**config.mk**
```make
export PLATFORM = sky130hd
export DESIGN_NAME = pels_rem
export DESIGN_NICKNAME = d
export VERILOG_FILES = /design/src/sv/pels_pkg.sv /design/src/sv/pels_rem.sv
export SDC_FILE = /design/constraint.sdc
export NUM_CORES = 1
export LEC_CHECK = 0
export ABC_AREA = 1
export BUFFER_PORTS_ARGS = -buffer_cell sky130_fd_sc_hd__buf_2
export CORE_ASPECT_RATIO = 0.5
export CORE_MARGIN = 2
export CORE_UTILIZATION = 58
export CTS_CLUSTER_DIAMETER = 40
export DETAILED_ROUTE_END_ITERATION = 16
export PLACE_DENSITY = 0.79
export SYNTH_ARGS = -nofsm -noshare
export SYNTH_HDL_FRONTEND = slang
export SYNTH_SLANG_ARGS = --single-unit
```
**constraint.sdc**
```tcl
create_clock -name clk -period 2.8 [get_ports clk]
set_clock_uncertainty 0.2 [all_clocks]
set_input_delay 0.42 -clock clk [delete_from_list [all_inputs] [get_ports clk]]
set_output_delay 0.42 -clock clk [all_outputs]
set_load 0.05 [all_outputs]
```
**src/sv/pels_pkg.sv**
```systemverilog
// Shared types and constants for the per-event log suppressor.
// No dependencies; imported by every module of the block.
package pels_pkg;

	// Record table depth and its index width.
	localparam int ENTRIES = 64;
	localparam int SLOT_W  = $clog2(ENTRIES);

	// Input identifier range and field widths.
	localparam int ID_W     = 6;
	localparam int ID_RANGE = 1 << ID_W;
	localparam int TIME_W   = 32;
	localparam int CNT_W    = 32;
	localparam int WIN_W    = 24;
	localparam int THR_W    = 16;
	localparam int LIMIT_W  = 28;

	// Event-count period of the idle sweep, and idle age in windows.
	localparam int SWEEP_PERIOD = 100;
	localparam int SWEEP_W      = 7;
	localparam int IDLE_WINDOWS = 10;

	// Step counter of the remainder unit.
	localparam int REM_STEP_W = $clog2(CNT_W);

	// One record as it travels along the ring of cells.
	typedef struct packed {
		logic              vld;
		logic [TIME_W-1:0] ws;
		logic [TIME_W-1:0] ls;
		logic [CNT_W-1:0]  occ;
		logic [CNT_W-1:0]  sup;
	} rec_t;

	// Status from the remainder unit.
	typedef struct packed {
		logic done;
		logic zero;
	} rem_stat_t;

	// Identifier to record slot, built at elaboration.
	typedef logic [SLOT_W-1:0] slot_tab_t [ID_RANGE];

	function automatic slot_tab_t build_slot_tab();
		slot_tab_t tab;
		for (int i = 0; i < ID_RANGE; i++) begin
			tab[i] = SLOT_W'(i % ENTRIES);
		end
		return tab;
	endfunction

	localparam slot_tab_t SLOT_TAB = build_slot_tab();

	function automatic logic [CNT_W-1:0] sat_inc(input logic [CNT_W-1:0] v);
		return (v == '1) ? v : v + 1'b1;
	endfunction

endpackage

```
**src/sv/pels_rem.sv**
```systemverilog
// Bit-serial remainder unit: dividend mod divisor, one bit per cycle.
// Depends on pels_pkg (widths, rem_stat_t).
module pels_rem import pels_pkg::*; (
	input  logic             clk,
	input  logic             arst_n,
	input  logic             go,
	input  logic [CNT_W-1:0] dividend,
	input  logic [THR_W-1:0] divisor,
	output rem_stat_t        stat
);

	logic                  run_q;
	logic                  done_q;
	logic [REM_STEP_W-1:0] step_q;
	logic [CNT_W-1:0]      dvd_q;
	logic [THR_W-1:0]      div_q;
	logic [THR_W-1:0]      rem_q;
	logic [THR_W:0]        shifted;
	logic [THR_W:0]        diff;
	logic                  fits;

	assign shifted = {rem_q, dvd_q[CNT_W-1]};
	assign diff    = shifted - {1'b0, div_q};
	assign fits    = (shifted >= {1'b0, div_q});

	always_ff @(posedge clk or negedge arst_n) begin
		if (!arst_n) begin
			run_q  <= 1'b0;
			done_q <= 1'b0;
			step_q <= '0;
		end else begin
			done_q <= 1'b0;
			if (go) begin
				run_q  <= 1'b1;
				step_q <= '0;
			end else if (run_q) begin
				step_q <= step_q + 1'b1;
				if (step_q == REM_STEP_W'(CNT_W - 1)) begin
					run_q  <= 1'b0;
					done_q <= 1'b1;
				end
			end
		end
	end

	always_ff @(posedge clk) begin
		if (go) begin
			dvd_q <= dividend;
			div_q <= divisor;
			rem_q <= '0;
		end else if (run_q) begin
			dvd_q <= {dvd_q[CNT_W-2:0], 1'b0};
			rem_q <= fits ? diff[THR_W-1:0] : shifted[THR_W-1:0];
		end
	end

	assign stat = '{done: done_q, zero: (rem_q == '0)};

endmodule

```
==> reports/qor.yml, run 1 <==
timing:
  finalHoldViolations: 0
  slew_violations: 0
  tightest_slew_ns: 1.02
  rsz0062_at_grt: "false"
  fin_crit_sh: 0.874
  max_slew_margin: 0.318
  setup_viol: 0
  tns_ns: 0
  fmax_mhz: 408
  finalCriticalPeriod_ns: 2.45
  finalWorstSetupSlack_ns: 0.352
floorplan:
  ioPinCount: 53
  die_x_um: 124
  rows: 21
  die_h_um: 64.2
  die_area_mm2: 0.00798
  start_util: 0.613
  design.core.area_mm2: 0.00686
placed_design:
  routabilityCongestion: 0.961
  dp_cells: 654
  pre_cts_ws_ns: 0.320
  dp_hpwl_um: 6130
  io_buffers: 52
clock_network:
  clock_sinks: 71
  numCtsBuffers: 9
  ctsResizeCount: 0
  clockBufferDepth: 2
  cts_root_buffer: "clkbuf_16"
  path_clk_slew_ns: 0.06
  post-cts-setup-buffers: 0
  cts_tree: "yes"
  cts_hold_buffers: 1
  h-tree-depth: 3
  insertion_delay_ns: 0.34
setup_path:
  regToRegStartpoint: "run_q"
  cp_max_fo: 32
  rr_endpoint: "dvd_q[7]"
  criticalPathCategory: "reg -> reg"
  arrival_ns: 2.34
  endpoint_kind: "register"
  start_kind: "register"
  crit_path_start: "run_q"
  worstPathRequired_ns: 2.69
  reg2reg_depth: 3
  reg2reg_slack_ns: 0.35
hold_path:
  min_path_cells: 1
  hp-class: "in -> reg"
  min_from: "divisor[4]"
  holdPathEnd: "div_q[4]"
layout:
  fin_cells: 671
  diodes: 0
  fin_nets: 644
  final_layout_size_suffix_gt1_frac: 0.193
  fin_util: 0.706
  area_delta_synth_final_pct: 15.2
grt:
  grt.total_usage: 0.242
  gr-total-overflow: 0
  grt_pass1_vias: 3312
  grt_pass1_wl_um: 15100
  grt_max_degree: 55
  antenna_found_initial: 0
routing:
  viasPerCell: 5.20
  drt_iter0_drc: 213
  drc: 0
  vias: 3489
  routed_wl_um: 8800
  first_pass_iters: 5
  post_drt_wl_per_cell_um: 13.1
  ant_nets: 0
synthesis:
  ys_ff_latch: 71
  synth_top_cells_by_count: "nand2_1, inv_1, edfxtp_1"
  synth_top_area_cell: "edfxtp_1"
  syn-instance-count: 519
  synth_top_flop_cell: "edfxtp_1"
  synth_edf_count: 48
  ys_warn_count: 0
  synth_most_common_cell: "nand2_1"
  synthTopCellsByArea: "edfxtp_1, nand2_1, dfxtp_1"
  synth_top_area_frac: 0.343
  avgSynthCellArea_um2: 8.10
  yosysSeqAreaShare: 0.461
  postSynth.asyncResetShare: 0.0986
  syn_area_mm2: 0.00420
  synth_cell_types: 40
  synthesis.nets: 589
status:
  status: "finished clean"
power_and_ir_drop:
  ir_worst_vdd_mv: 0.440
  p_leak_nw: 2.49
  p_per_area_mw_per_mm2: 933
job:
  cap_viol_max_count: 0
## sequential cells by signal (all words and copies together) (netlist names)
name,cells
rem_q,16
done_q,1
dvd_q,32
run_q,1
step_q,5
div_q,16
## layout make-up
| class | instances | area (µm²) |
|---|---|---|
| clock buffer | 9 | 225 |
| clock inverter | 7 | 71.3 |
| fill | 561 | 2020 |
| inverter | 82 | 308 |
| multi-input combinational | 353 | 1870 |
| sequential | 71 | 1940 |
| tap | 92 | 115 |
| timing repair buffer | 57 | 313 |
## through the flow
| step | instance area, µm² | hold WS, ns | power [mW] |
|---|---|---|---|
| 6_report | 4840 | 0.0500 | 4.52 |
| 5_1_grt | 4840 | 0.0457 | 4.83 |
| 4_1_cts | 4840 | 0.0414 | 4.50 |
| 3_5_place_dp | 4530 | 0.0591 | 3.34 |
| 3_3_place_gp | 4530 | 0.0582 | 3.29 |
| 2_1_floorplan | 4200 | -0.0756 | 3.00 |
## logic make-up (layout without fill, tap and decap cells)
family | Yosys count | in the layout | share of synthesized area
compound gates | 24 | 24 | 0.0331
xor+xnor | 7 | 7 | 0.0146
fa+ha+maj | 19 | 19 | 0.0584
buf+inv | 95 | 155 | 0.0941
flops | 71 | 71 | 0.461
simple gates | 303 | 303 | 0.339
## where the power goes
part	switching (mW)	leakage, nW	internal [mW]	total (mW)
Sequential	0.0913	0.732	1.30	1.39
Combinational	1.28	1.62	0.708	1.99
Clock	0.449	0.140	0.690	1.14
Total	1.82	2.49	2.70	4.52
## critical path, stage by stage (launching register included)
cell and delay [ns]:
dfrtp_1 0.43, nor2_1 0.80, inv_1 0.45, buf_12 0.31
## metal layers
layer  share of wire  vias up  track usage
li1                -     1766            -
met1            0.44     1561        0.320
met2            0.45      148        0.385
met3           0.090       14       0.0645
met4           0.020        0       0.0941
met5               0        -            0
## cells in the final DEF (no fill, tap or decap), types with 2 or more instances in the layout
cell type	n
a21oi_1	9
buf_2	52
buf_4	3
clkbuf_16	9
clkinv_1	2
clkinvlp_4	2
dfrtp_1	7
dfxtp_1	16
edfxtp_1	48
ha_1	18
inv_1	77
inv_2	4
inv_6	2
nand2_1	196
nand2_2	9
nand3_1	38
nand3_2	15
nand4_1	10
nor2_1	14
nor2_4	4
nor3_1	7
nor4_1	2
o21ai_0	4
o21ai_1	5
o21ai_2	2
xnor2_1	5
xor2_1	2
## how the worst max path moves through the flow
| stage | to | slack [ns] | cells past startpoint |
|---|---|---|---|
| after floorplan | stat[0] | 0.14 | 3 |
| after global placement | dvd_q[7] | 0.37 | 4 |
| after detailed placement | dvd_q[8] | 0.32 | 4 |
| after CTS | dvd_q[5] | 0.37 | 3 |
| after global routing | step_q[1] | 0.22 | 4 |
| final | dvd_q[7] | 0.35 | 3 |
Power figures use the tool's default switching activity.
==> inputs of run 2 (changes only) <==
--- a/config.mk
+++ b/config.mk
@@ -12,6 +12,7 @@
 export CORE_UTILIZATION = 58
 export CTS_CLUSTER_DIAMETER = 40
 export DETAILED_ROUTE_END_ITERATION = 16
+export HOLD_SLACK_MARGIN = 0.05
 export PLACE_DENSITY = 0.79
 export SYNTH_ARGS = -nofsm -noshare
 export SYNTH_HDL_FRONTEND = slang
==> run 2 against run 1 <==
Sequential share of layout area fell by 0.89 points. Cell area rose by 2.3%. Sequential power barely moved. Die area did not move. Final cell count rose by 1.6%. Global-route usage rose by 0.41 points. Register-to-register slack barely moved. Largest power group unchanged.
==> reports/qor.yml, run 2 (synthesis gave the netlist of run 1 again) <==
status:
  status: "finished clean"  # unchanged
timing:
  fmax_mhz: 410  # was 408 MHz
  finalWorstSetupSlack_ns: 0.359  # was 0.352 ns
  fin_crit_sh: 0.872  # was 0.874
  finalHoldViolations: 0  # unchanged
  max_slew_margin: 0.318  # about the same
  setup_viol: 0  # unchanged
  tns_ns: 0  # unchanged
  tightest_slew_ns: 1.02  # about the same
  finalCriticalPeriod_ns: 2.44  # was 2.45 ns
  slew_violations: 0  # unchanged
  rsz0062_at_grt: "false"  # unchanged
setup_path:
  endpoint_kind: "register"  # unchanged
  cp_max_fo: 32  # unchanged
  crit_path_cell_trace: "nor2_1, inv_1, buf_12"  # unchanged
  worst_path_largest_cell_delay_ns: 0.80  # about the same
  start_kind: "register"  # unchanged
  slowest_stage: "nor2_1"  # unchanged
  arrival_ns: 2.33  # was 2.34 ns
  cp.buffers_inverters: 2  # unchanged
  critical_path.top_delay_family: "simple AND/OR/NAND/NOR gates"  # unchanged
  criticalPathCategory: "reg -> reg"  # unchanged
  worstPathRequired_ns: 2.69  # about the same
clock_network:
  ctsResizeCount: 0  # unchanged
  path_clk_slew_ns: 0.06  # about the same
  clock_sinks: 71  # unchanged
  numCtsBuffers: 9  # unchanged
  h-tree-depth: 3  # unchanged
  insertion_delay_ns: 0.34  # about the same
  cts_tree: "yes"  # unchanged
  cts_root_buffer: "clkbuf_16"  # unchanged
  post-cts-setup-buffers: 0  # unchanged
  clockBufferDepth: 2  # unchanged
  cts_hold_buffers: 12  # was 1
floorplan:
  die_h_um: 64.2  # unchanged
  die_area_mm2: 0.00798  # unchanged
  ioPinCount: 53  # unchanged
  design.core.area_mm2: 0.00686  # unchanged
  rows: 21  # unchanged
  die_x_um: 124  # unchanged
  start_util: 0.613  # unchanged
power_and_ir_drop:
  total_power_mw: 4.53  # was 4.52 mW
  p_leak_nw: 2.53  # was 2.49 nW
  p_per_area_mw_per_mm2: 915  # was 933 mW/mm²
  ir_worst_vdd_mv: 0.440  # about the same
routing:
  vias: 3557  # was 3489
  first_pass_iters: 5  # unchanged
  drc: 0  # unchanged
  post_drt_wl_per_cell_um: 13.2  # was 13.1 µm
  drt_iter0_drc: 277  # was 213
  routed_wl_um: 9010  # was 8800 µm
  viasPerCell: 5.22  # was 5.20
  ant_nets: 0  # unchanged
grt:
  grt_pass1_vias: 3373  # was 3312
  gr-total-overflow: 0  # unchanged
  grt.total_usage: 0.246  # was 0.242
  grt_max_degree: 55  # unchanged
  antenna_found_initial: 0  # unchanged
  grt_pass1_wl_um: 15400  # was 15100 µm
layout:
  largest_reg_flops: 32  # unchanged
  area_delta_synth_final_pct: 17.8  # was 15.2%
  seq_area_mm2: 0.00194  # unchanged
  fin_cells: 682  # was 671
  top_register: "dvd_q"  # unchanged
  final_layout_size_suffix_gt1_frac: 0.190  # was 0.193
  fin_nets: 655  # was 644
  final_common_cell: "nand2_1"  # unchanged
  layout_common_cells: "nand2_1, inv_1, buf_2"  # unchanged
  num-fill-cells: 552  # was 561
  multi_input_area_mm2: 0.00187  # unchanged
  final_cell_area_mm2: 0.00495  # was 0.00484 mm²
  largestRegisters: "dvd_q: 32 flops, div_q: 16 flops, rem_q: 16 flops"  # unchanged
  diodes: 0  # unchanged
placed_design:
  io_buffers: 52  # unchanged
  routabilityCongestion: 0.961  # unchanged
  dp_cells: 654  # unchanged
  dp_hpwl_um: 6130  # unchanged
  placed_cell_area_mm2: 0.00453  # unchanged
  pre_cts_ws_ns: 0.320  # unchanged
job:
  cap_viol_max_count: 0  # unchanged
hold_path:
  hp-class: "in -> reg"  # unchanged
==> run 2: changes by cell type in the layout (fill, tap and decap cells not counted) <==
| cell | previous run | this run |
|---|---|---|
| dlygate4sd3_1 | 1 | 12 |
==> run 2: cell type report <==
type,count,area share
timing repair buffer,68,0.0855
clock inverter,7,0.0144
inverter,82,0.0622
clock buffer,9,0.0455
tap,92,0.0233
multi-input combinational,353,0.378
sequential,71,0.391
==> run 2: path summary, 6_finish.rpt <==
kind | from | to | slack [ns] | cells past startpoint
worst max-delay path | run_q | dvd_q[5] | 0.36 | 3
worst min-delay path | divisor[14] | div_q[14] | 0.06 | 1
worst min register to register | rem_q[12] | rem_q[12] | 0.27 | 2
worst max register to register | run_q | dvd_q[5] | 0.36 | 3
max in group asynchronous | arst_n | step_q[0] | 2.02 | 2
min in group asynchronous | arst_n | run_q | 0.23 | 2
==> run 2: worst reg2reg max path, cell delays in order, from the launching register on <==
cell	delay [ns]
dfrtp_1	0.43
nor2_1	0.80
inv_1	0.45
buf_12	0.31
==> run 2: layer usage <==
layer,vias to the layer above,global-route usage,part of all wire
li1,1793,-,-
met3,18,0.0662,0.080
met2,139,0.395,0.45
met5,-,0,0
met1,1607,0.321,0.45
met4,0,0.0969,0.022
==> run 2: through the flow <==
step	hold slack, ns	utilization
after floorplan	-0.0756	-
after global placement	0.0582	0.661
after detailed placement	0.0591	0.661
after CTS	0.0538	0.722
after global routing	0.0530	0.722
final	0.0624	0.722
==> run 2: where the power goes <==
| group | internal (mW) | switching, mW |
|---|---|---|
| combinational | 0.718 | 1.28 |
| clock | 0.690 | 0.453 |
| sequential | 1.30 | 0.0924 |
